===== config.mk =====
export PLATFORM = sky130hd
export DESIGN_NAME = bitmap_slot_allocator_top
export DESIGN_NICKNAME = d
export VERILOG_FILES = /design/src/hdl/bsa_pkg.sv /design/src/hdl/bsa_dp.sv /design/src/hdl/bsa_ctrl.sv /design/src/hdl/bitmap_slot_allocator_top.sv
export SDC_FILE = /design/constraint.sdc
export NUM_CORES = 2
export LEC_CHECK = 0
export ABC_AREA = 1
export CORE_MARGIN = 10
export CORE_UTILIZATION = 36
export CTS_CLUSTER_DIAMETER = 120
export DETAILED_ROUTE_END_ITERATION = 8
export DONT_BUFFER_PORTS = 1
export PLACE_DENSITY = 0.54
export REMOVE_ABC_BUFFERS = 1
export SYNTH_ARGS = -nofsm -noshare
export SYNTH_HDL_FRONTEND = slang
export SYNTH_HIERARCHICAL = 1
export SYNTH_SLANG_ARGS = --single-unit
export TNS_END_PERCENT = 100

===== constraint.sdc =====
create_clock -name i_clk -period 7.4 [get_ports i_clk]
set_input_delay 1.48 -clock i_clk [delete_from_list [all_inputs] [get_ports i_clk]]
set_output_delay 1.48 -clock i_clk [all_outputs]
set_load 0.005 [all_outputs]

===== src/hdl/bsa_pkg.sv =====
// ----------------------------------------------------------------------------
// bsa_pkg
// shared types and codes for the bitmap slot allocator
// ----------------------------------------------------------------------------
`default_nettype none

package bsa_pkg;

    localparam int ADDR_W    = 48;
    localparam int OSZ_W     = 17;
    localparam int SCNT_W    = 7;
    localparam int IDX_OUT_W = 6;
    localparam int CFG_IDX_W = 2;
    localparam int WORD_W    = 64;

    typedef enum logic [1:0] {
        OP_ALLOC     = 2'd0,
        OP_FREE      = 2'd1,
        OP_MARK_LIVE = 2'd2,
        OP_QUERY     = 2'd3
    } t_op;

    localparam logic [1:0] STS_OK      = 2'd0;
    localparam logic [1:0] STS_NO_FREE = 2'd1;
    localparam logic [1:0] STS_OUTSIDE = 2'd2;

    localparam logic [CFG_IDX_W-1:0] CFG_BASE_ADDR  = 2'd0;
    localparam logic [CFG_IDX_W-1:0] CFG_OBJ_SIZE   = 2'd1;
    localparam logic [CFG_IDX_W-1:0] CFG_SLOT_COUNT = 2'd2;

    typedef struct packed {
        t_op               cmd;
        logic [ADDR_W-1:0] addr;
    } t_req;

    typedef struct packed {
        logic [ADDR_W-1:0]    addr_out;
        logic [IDX_OUT_W-1:0] slot_index;
        logic [1:0]           status;
        logic                 is_live;
        logic                 in_chunk;
        logic                 any_free;
        logic                 all_free;
    } t_rsp;

    // controller to datapath
    typedef struct packed {
        logic load_req;
        logic prep;
        logic check;
        logic is_alloc;
        logic div_step;
        logic scan_step;
        logic mul;
        logic addr_calc;
        logic upd_set;
        logic upd_clr;
        logic upd_read;
        logic sum_init;
        logic sum_step;
        logic load_out;
    } t_dp_cmd;

    // datapath to controller
    typedef struct packed {
        logic in_chunk;
        logic found;
        logic word_last;
        logic div_last;
    } t_dp_stat;

endpackage

`default_nettype wire


===== src/hdl/bsa_dp.sv =====
// ----------------------------------------------------------------------------
// bsa_dp
// datapath: config registers, free map, chunk check, slot divider, scans
// ----------------------------------------------------------------------------
`default_nettype none

module bsa_dp
    import bsa_pkg::*;
#(
    parameter int MAX_SLOTS = 64
) (
    input  logic                 i_clk,
    input  logic                 i_rst_n,
    input  logic                 i_cfg_we,
    input  logic [CFG_IDX_W-1:0] i_cfg_index,
    input  logic [ADDR_W-1:0]    i_cfg_data,
    input  logic [ADDR_W-1:0]    i_addr,
    input  t_dp_cmd              i_cmd,
    output t_dp_stat             o_stat,
    output t_rsp                 o_rsp
);

    localparam int SLOT_W    = $clog2(MAX_SLOTS);
    localparam int CNT_W     = $clog2(MAX_SLOTS + 1);
    localparam int OFF_W     = SLOT_W + OSZ_W;
    localparam int EXT_W     = CNT_W + OSZ_W;
    localparam int MAP_WORDS = (MAX_SLOTS + WORD_W - 1) / WORD_W;
    localparam int MAP_BITS  = MAP_WORDS * WORD_W;
    localparam int WD_W      = (MAP_WORDS > 1) ? $clog2(MAP_WORDS) : 1;
    localparam int STEP_W    = (SLOT_W > 1) ? $clog2(SLOT_W) : 1;
    localparam int BIT_W     = $clog2(WORD_W);

    // config
    logic [ADDR_W-1:0]   r_base_addr;
    logic [OSZ_W-1:0]    r_obj_size;
    logic [SCNT_W-1:0]   r_slot_count;

    logic [MAP_BITS-1:0] r_map;

    logic [ADDR_W-1:0]   r_addr;
    logic [OSZ_W-1:0]    r_osz;
    logic [CNT_W-1:0]    r_cnt;
    logic [EXT_W-1:0]    r_extent;
    logic [ADDR_W:0]     r_diff;
    logic [OFF_W-1:0]    r_rem;
    logic [STEP_W-1:0]   r_step;
    logic [SLOT_W-1:0]   r_idx;
    logic [WD_W-1:0]     r_wd;
    logic [OFF_W-1:0]    r_prod;
    logic [ADDR_W-1:0]   r_addr_out;
    logic [1:0]          r_status;
    logic                r_is_live;
    logic                r_inside;
    logic                r_any;
    logic                r_all;
    t_rsp                r_rsp;

    logic [OSZ_W-1:0]    osz_eff;
    logic [CNT_W-1:0]    cnt_eff;
    logic                inside_c;
    logic [WORD_W-1:0]   word;
    logic [WORD_W-1:0]   mask;
    logic [WORD_W-1:0]   avail;
    logic [BIT_W-1:0]    lowest;
    logic                found_c;
    logic                word_last;
    logic [OFF_W-1:0]    trial;
    logic                rem_ge;
    logic [MAP_BITS-1:0] sel;
    logic                any_n;
    logic                all_n;

    // zero object size acts as one, slot count saturates
    assign osz_eff = (r_obj_size == '0) ? OSZ_W'(1) : r_obj_size;
    assign cnt_eff = (32'(r_slot_count) > 32'(MAX_SLOTS)) ? CNT_W'(MAX_SLOTS)
                                                         : CNT_W'(r_slot_count);

    // chunk end is not truncated, so the compare is on the full offset
    assign inside_c = !r_diff[ADDR_W] && (r_diff[ADDR_W-1:0] < ADDR_W'(r_extent));

    assign word = r_map[int'(r_wd) * WORD_W +: WORD_W];

    always_comb begin
        for (int b = 0; b < WORD_W; b++) begin
            mask[b] = (int'(r_wd) * WORD_W + b) < int'(r_cnt);
        end
    end

    assign avail = word & mask;

    // priority encoder, lowest set bit
    always_comb begin
        lowest = '0;
        for (int b = WORD_W - 1; b >= 0; b--) begin
            if (avail[b]) begin
                lowest = BIT_W'(b);
            end
        end
    end

    assign found_c   = |avail;
    assign word_last = (r_wd == WD_W'(MAP_WORDS - 1));

    // restoring divide, one quotient bit per step
    assign trial  = OFF_W'(r_osz) << r_step;
    assign rem_ge = (r_rem >= trial);

    always_comb begin
        for (int b = 0; b < MAP_BITS; b++) begin
            sel[b] = (b == int'(r_idx));
        end
    end

    assign any_n = r_any | found_c;
    assign all_n = r_all & (avail == mask);

    always_ff @(posedge i_clk) begin
        if (!i_rst_n) begin
            r_base_addr  <= '0;
            r_obj_size   <= OSZ_W'(1);
            r_slot_count <= SCNT_W'(64);
            r_map        <= '1;
        end else begin
            if (i_cfg_we) begin
                unique case (i_cfg_index)
                    CFG_BASE_ADDR:  r_base_addr  <= i_cfg_data;
                    CFG_OBJ_SIZE:   r_obj_size   <= i_cfg_data[OSZ_W-1:0];
                    CFG_SLOT_COUNT: r_slot_count <= i_cfg_data[SCNT_W-1:0];
                    default: ;
                endcase
            end
            if (i_cmd.upd_set) begin
                r_map <= r_map | sel;
            end
            if (i_cmd.upd_clr) begin
                r_map <= r_map & ~sel;
            end
        end
    end

    always_ff @(posedge i_clk) begin
        if (i_cmd.load_req) begin
            r_addr <= i_addr;
        end
        if (i_cmd.prep) begin
            r_osz    <= osz_eff;
            r_cnt    <= cnt_eff;
            r_extent <= EXT_W'(cnt_eff) * EXT_W'(osz_eff);
            r_diff   <= {1'b0, r_addr} - {1'b0, r_base_addr};
        end
        if (i_cmd.check) begin
            r_rem      <= r_diff[OFF_W-1:0];
            r_step     <= STEP_W'(SLOT_W - 1);
            r_idx      <= '0;
            r_addr_out <= '0;
            r_is_live  <= 1'b0;
            r_inside   <= inside_c;
            r_status   <= (!inside_c && !i_cmd.is_alloc) ? STS_OUTSIDE : STS_OK;
        end
        if (i_cmd.div_step) begin
            if (rem_ge) begin
                r_rem         <= r_rem - trial;
                r_idx[r_step] <= 1'b1;
            end
            r_step <= r_step - STEP_W'(1);
        end
        if (i_cmd.scan_step) begin
            if (found_c) begin
                r_idx <= SLOT_W'(int'(r_wd) * WORD_W + int'(lowest));
            end else if (word_last) begin
                r_status <= STS_NO_FREE;
            end
        end
        // word pointer shared by the allocate scan and the summary pass
        if (i_cmd.check || i_cmd.sum_init) begin
            r_wd <= '0;
        end else if ((i_cmd.scan_step && !found_c) || i_cmd.sum_step) begin
            if (!word_last) begin
                r_wd <= r_wd + WD_W'(1);
            end
        end
        if (i_cmd.mul) begin
            r_prod <= OFF_W'(r_idx) * OFF_W'(r_osz);
        end
        if (i_cmd.addr_calc) begin
            r_addr_out <= r_base_addr + ADDR_W'(r_prod);
        end
        if (i_cmd.upd_read) begin
            r_is_live <= ~|(r_map & sel);
        end
        if (i_cmd.sum_init) begin
            r_any <= 1'b0;
            r_all <= 1'b1;
        end else if (i_cmd.sum_step) begin
            r_any <= any_n;
            r_all <= all_n;
        end
        if (i_cmd.load_out) begin
            r_rsp.addr_out   <= r_addr_out;
            r_rsp.slot_index <= IDX_OUT_W'(r_idx);
            r_rsp.status     <= r_status;
            r_rsp.is_live    <= r_is_live;
            r_rsp.in_chunk   <= r_inside;
            r_rsp.any_free   <= any_n;
            r_rsp.all_free   <= all_n;
        end
    end

    assign o_stat.in_chunk  = inside_c;
    assign o_stat.found     = found_c;
    assign o_stat.word_last = word_last;
    assign o_stat.div_last  = (r_step == '0);
    assign o_rsp            = r_rsp;

endmodule

`default_nettype wire


===== src/hdl/bsa_ctrl.sv =====
// ----------------------------------------------------------------------------
// bsa_ctrl
// sequencer for one request: check, divide or scan, update, summary
// ----------------------------------------------------------------------------
`default_nettype none

module bsa_ctrl
    import bsa_pkg::*;
(
    input  logic     i_clk,
    input  logic     i_rst_n,
    input  logic     i_start,
    input  t_op      i_op,
    input  t_dp_stat i_stat,
    output t_dp_cmd  o_cmd,
    output logic     o_busy,
    output logic     o_strobe
);

    typedef enum logic [8:0] {
        ST_IDLE   = 9'b000000001,
        ST_PREP   = 9'b000000010,
        ST_CHECK  = 9'b000000100,
        ST_DIV    = 9'b000001000,
        ST_SCAN   = 9'b000010000,
        ST_MUL    = 9'b000100000,
        ST_ADDR   = 9'b001000000,
        ST_UPDATE = 9'b010000000,
        ST_SUM    = 9'b100000000
    } t_state;

    t_state  r_state;
    t_state  n_state;
    t_op     r_op;
    logic    r_strobe;
    t_dp_cmd cmd;

    always_comb begin
        n_state = r_state;
        cmd     = '0;
        unique case (r_state)
            ST_IDLE: begin
                if (i_start) begin
                    cmd.load_req = 1'b1;
                    n_state      = ST_PREP;
                end
            end
            ST_PREP: begin
                cmd.prep = 1'b1;
                n_state  = ST_CHECK;
            end
            ST_CHECK: begin
                cmd.check    = 1'b1;
                cmd.is_alloc = (r_op == OP_ALLOC);
                if (r_op == OP_ALLOC) begin
                    n_state = ST_SCAN;
                end else if (i_stat.in_chunk) begin
                    n_state = ST_DIV;
                end else begin
                    cmd.sum_init = 1'b1;
                    n_state      = ST_SUM;
                end
            end
            ST_DIV: begin
                cmd.div_step = 1'b1;
                if (i_stat.div_last) begin
                    n_state = ST_UPDATE;
                end
            end
            ST_SCAN: begin
                cmd.scan_step = 1'b1;
                if (i_stat.found) begin
                    n_state = ST_MUL;
                end else if (i_stat.word_last) begin
                    cmd.sum_init = 1'b1;
                    n_state      = ST_SUM;
                end
            end
            ST_MUL: begin
                cmd.mul = 1'b1;
                n_state = ST_ADDR;
            end
            ST_ADDR: begin
                cmd.addr_calc = 1'b1;
                n_state       = ST_UPDATE;
            end
            ST_UPDATE: begin
                unique case (r_op) inside
                    OP_ALLOC, OP_MARK_LIVE: cmd.upd_clr = 1'b1;
                    OP_FREE:                cmd.upd_set = 1'b1;
                    OP_QUERY:               cmd.upd_read = 1'b1;
                endcase
                cmd.sum_init = 1'b1;
                n_state      = ST_SUM;
            end
            ST_SUM: begin
                cmd.sum_step = 1'b1;
                if (i_stat.word_last) begin
                    cmd.load_out = 1'b1;
                    n_state      = ST_IDLE;
                end
            end
            default: begin
                n_state = ST_IDLE;
            end
        endcase
    end

    always_ff @(posedge i_clk) begin
        if (!i_rst_n) begin
            r_state  <= ST_IDLE;
            r_strobe <= 1'b0;
        end else begin
            r_state  <= n_state;
            r_strobe <= cmd.load_out;
        end
    end

    always_ff @(posedge i_clk) begin
        if (cmd.load_req) begin
            r_op <= i_op;
        end
    end

    assign o_cmd    = cmd;
    assign o_busy   = (r_state != ST_IDLE);
    assign o_strobe = r_strobe;

endmodule

`default_nettype wire


===== src/hdl/bitmap_slot_allocator_top.sv =====
// ----------------------------------------------------------------------------
// bitmap_slot_allocator_top
// slot pool allocator over one memory chunk, one free bit per slot
// ----------------------------------------------------------------------------
// usage
//   request: drive i_req (cmd, addr) and raise start; the transfer happens
//   at a clock edge with start high and busy low. busy stays high while the
//   request is worked on.
//   result: o_rsp is valid for exactly one cycle with o_strobe high; the
//   receiver cannot stall, so it must take it then. busy drops in the same
//   cycle, so a new request may be started while the result is shown.
//   config: i_cfg_valid with i_cfg_index / i_cfg_data; o_cfg_ready is always
//   high. index 0 base address, 1 object size, 2 slot count. write only
//   while busy is low and no result is pending.
// sequence
//   allocate: prep, check, scan map words to the first free slot, multiply,
//   address, update, then a summary pass over all map words
//   free / mark live / query inside: prep, check, divide, update, summary
//   outside the chunk: prep, check, summary; nothing free: full scan, summary
//   divider: one quotient bit per cycle; one request in flight at a time
// reset
//   synchronous, active low: map all free, base 0, object size 1,
//   slot count 64, no result pending
// ----------------------------------------------------------------------------
`default_nettype none

module bitmap_slot_allocator_top
    import bsa_pkg::*;
#(
    parameter int MAX_SLOTS = 64
) (
    input  logic                 i_clk,
    input  logic                 i_rst_n,
    // request channel
    input  logic                 start,
    output logic                 busy,
    input  t_req                 i_req,
    // result channel
    output logic                 o_strobe,
    output t_rsp                 o_rsp,
    // config write channel
    input  logic                 i_cfg_valid,
    output logic                 o_cfg_ready,
    input  logic [CFG_IDX_W-1:0] i_cfg_index,
    input  logic [ADDR_W-1:0]    i_cfg_data
);

    t_dp_cmd  dp_cmd;
    t_dp_stat dp_stat;

    // config is always taken; the register file sits in the datapath
    assign o_cfg_ready = 1'b1;

    bsa_ctrl u_ctrl (
        .i_clk    (i_clk),
        .i_rst_n  (i_rst_n),
        .i_start  (start),
        .i_op     (i_req.cmd),
        .i_stat   (dp_stat),
        .o_cmd    (dp_cmd),
        .o_busy   (busy),
        .o_strobe (o_strobe)
    );

    bsa_dp #(
        .MAX_SLOTS (MAX_SLOTS)
    ) u_dp (
        .i_clk       (i_clk),
        .i_rst_n     (i_rst_n),
        .i_cfg_we    (i_cfg_valid & o_cfg_ready),
        .i_cfg_index (i_cfg_index),
        .i_cfg_data  (i_cfg_data),
        .i_addr      (i_req.addr),
        .i_cmd       (dp_cmd),
        .o_stat      (dp_stat),
        .o_rsp       (o_rsp)
    );

endmodule

`default_nettype wire


==> results.md <==
- Outcome: completed
- Via/cell ratio: 5.17
- Cell Area, Placed: 31200 um^2
- Chip width: 310 um
- Row count: 106
- Via count: 24.0k
- Final Setup Violations: 0
- Area Growth Syn to Fin: 9.30%
- Clock tree buffer depth: 3
- Worst-Skew Late Latency: 0.64 ns
- DRT Pass-1 Iters: 5
- Final Cell Area: 33100 um^2
- Top cells by area, synth: edfxtp_1 (28%), dfxtp_1 (12%), fa_1 (9.1%)
- CTS Sinks: 462
- CTS Hold Bufs: 0
- Fill cells: 8557
- Simple-gate share of the synthesized area: 0.173
- Non-Filler Instances: 4635
- Setup crit end kind: register
- Adder-Cell Fraction of Synth Area: 0.170
- GRT Overall Usage: 0.189
- Arr. time, crit path: 6.79 ns
- Crit path max fanout: 16
- Top cell type's share of synthesized area: 0.280
- Initial DRC Count: 1853
- Sequential area share after synthesis: 0.399
- CTS H-tree lvls: 2
- Synth Cell Area: 30300 um^2
- WP buf/inv: 3
- Static leakage: 14.2 nW
- CP max stage cell: nor2_2
- Nets: 3944
- Initial antenna violation count: 4
- Syn avg cell area: 8.46 um^2
- DP HPWL: 69800 um
- Multiplexer share of the synthesized area: 0.00297
- Xor and xnor area share after synthesis: 0.0301
- Num CTS Buffers: 53
- Initial Util: 0.363
- Slew Limit Fails: 0
- ANT nets after route: 0
- Largest family of logic cells by synthesized area: simple AND/OR/NAND/NOR gates
- FMAX: 0.156 GHz
- Clock-pin slew of the registers on the worst-case setup and hold paths: 0.07 ns
- Hold Vio Cnt, Final: 0
- Hold Crit Class: register to register
- Total Routed Length: 90700 um
- Die area: 96200 um^2
- Largest net degree at the start of global routing: 82
- Number of max-cap violations: 0
- IO Count: 167
- Clock root cell: clkbuf_16
- RSZ-0062 raised after global routing: false
- Vias in the first global route: 23.8k
- Cells after DPL: 4535
- Peak supply drop: 0.000162 V
- Area leader, netlist: edfxtp_1
- Synth Flop Type: edfxtp_1
- CTS tree: yes
- Worst Tran Pin Value: 1.05 ns
- CP top delay family: adder cells
- Synth Area in Compound Gates: 0.140
- Gr ovfl total: 0
- Die Ht: 310 um
- Max Clock Skew: 0.0282 ns
- CP peak stage delay: 0.61 ns
- Count leader, synth: nand2_1
- Final period utilization: 0.867
- Global-route wire length before repair: 141000 um
- Post-route DRC: 0
- CP Launch Type: register
- Post-synth top cells: nand2_1 (674), inv_1 (490), a21oi_1 (346)
- Routability cong.: 0.961
- EDFF count, synth: 283
- Post-CTS Setup Bufs: 0
- Synth Register Bits: 462
- Share of cells above drive strength 1: 0.0509
- Buffers on Ports: 0
- PwrDens: 281 nW/um^2
- Synth unique cells: 60
- Setup TNS: 0 ns
- Worst endpoint required time: 7.77 ns
- Post-Syn Instances: 3583
- Slew headroom: 0.296
- Setup CP Type: register to register
- WL per Instance: 19.6 um
- Async S/R FF share, synth: 0
- Post-layout min period: 6.42 ns
- Core area: 83600 um^2
- Ys Warns: 6
-- cells by family (layout without fill, tap and decap cells) --
family | Yosys count | after routing
AND/OR/NAND/NOR | 1233 | 1233
AO/OA/AOI/OAI | 778 | 778
buffers and inverters | 665 | 636
flip-flops | 462 | 462
adder cells (fa/ha/maj) | 330 | 330
XOR/XNOR | 104 | 104
multiplexers | 9 | 9
other | 2 | 3
-- per-stage QoR --
stage | util | hold slack (ns) | power [W] | worst slack [ns]
3_5_place_dp | 0.374 | 0.405 | 0.00654 | 0.638
5_1_grt | 0.396 | 0.423 | 0.00997 | 0.214
4_1_cts | 0.396 | 0.416 | 0.00940 | 0.613
3_3_place_gp | 0.374 | 0.402 | 0.00651 | 0.634
6_report | 0.396 | 0.415 | 0.00929 | 0.982
2_1_floorplan | - | 0.400 | 0.00570 | 1.53
-- worst reg2reg max path: cells and delay by family (launching register included) --
kind	cells	cell delay [ns]
flops	1	0.30
xor+xnor	1	0.10
simple gates	9	1.47
buf+inv	3	0.24
fa+ha+maj	5	2.38
compound gates	10	1.66
-- where the power goes --
group,internal (W),switching (W),total [W]
registers,0.00317,0.000261,0.00343
clock network,0.00166,0.00115,0.00281
logic,0.00112,0.00193,0.00305
-- cell usage in the layout (no fill, tap or decap), types with 16 or more instances in the layout --
master	synthesis	final
nor3_1	33	33
nor2_1	248	244
a21oi_1	346	346
nand3_1	173	173
fa_1	138	138
ha_1	192	192
inv_1	490	488
edfxtp_1	283	283
buf_4	9	27
inv_2	15	16
nor4_1	24	24
o21ai_0	280	280
nand4_1	36	36
dfxtp_1	179	179
a31oi_1	30	30
xor2_1	72	72
clkbuf_16	0	53
xnor2_1	32	32
nand2_1	674	673
-- routing by layer --
layer	wire [um]	global-route usage
met1	40200	0.246
met2	44100	0.323
met3	3940	0.0263
met4	2440	0.0539
met5	28	0
-- path summary, 6_finish.rpt --
kind	startpoint	end	slack, ns	depth (start not counted)
worst max-delay path	u_dp/r_slot_count[3]	u_dp/r_extent[22]	0.98	28
worst min-delay path	u_dp/r_addr_out[7]	u_dp/o_rsp[19]	0.41	0
worst max register to register	u_dp/r_slot_count[3]	u_dp/r_extent[22]	0.98	28
worst min register to register	u_dp/r_addr_out[7]	u_dp/o_rsp[19]	0.41	0
-- area by class of cell --
type                       count  area (um^2)  share of cell area
multi-input combinational   2456        15700               0.474
sequential                   462        12100               0.365
inverter                     510         1920              0.0579
clock buffer                  74         1490              0.0448
tap                         1080         1350              0.0408
clock inverter                25          392              0.0118
timing repair buffer          27          203             0.00612
antenna                        1         2.50           0.0000756
-- timing repair --
action	CTS	global route
gates resized for setup	0	1
endpoints found under the setup margin	0	3
endpoints found under the hold margin	0	0
No activity file was read; power rests on OpenSTA's default activity.
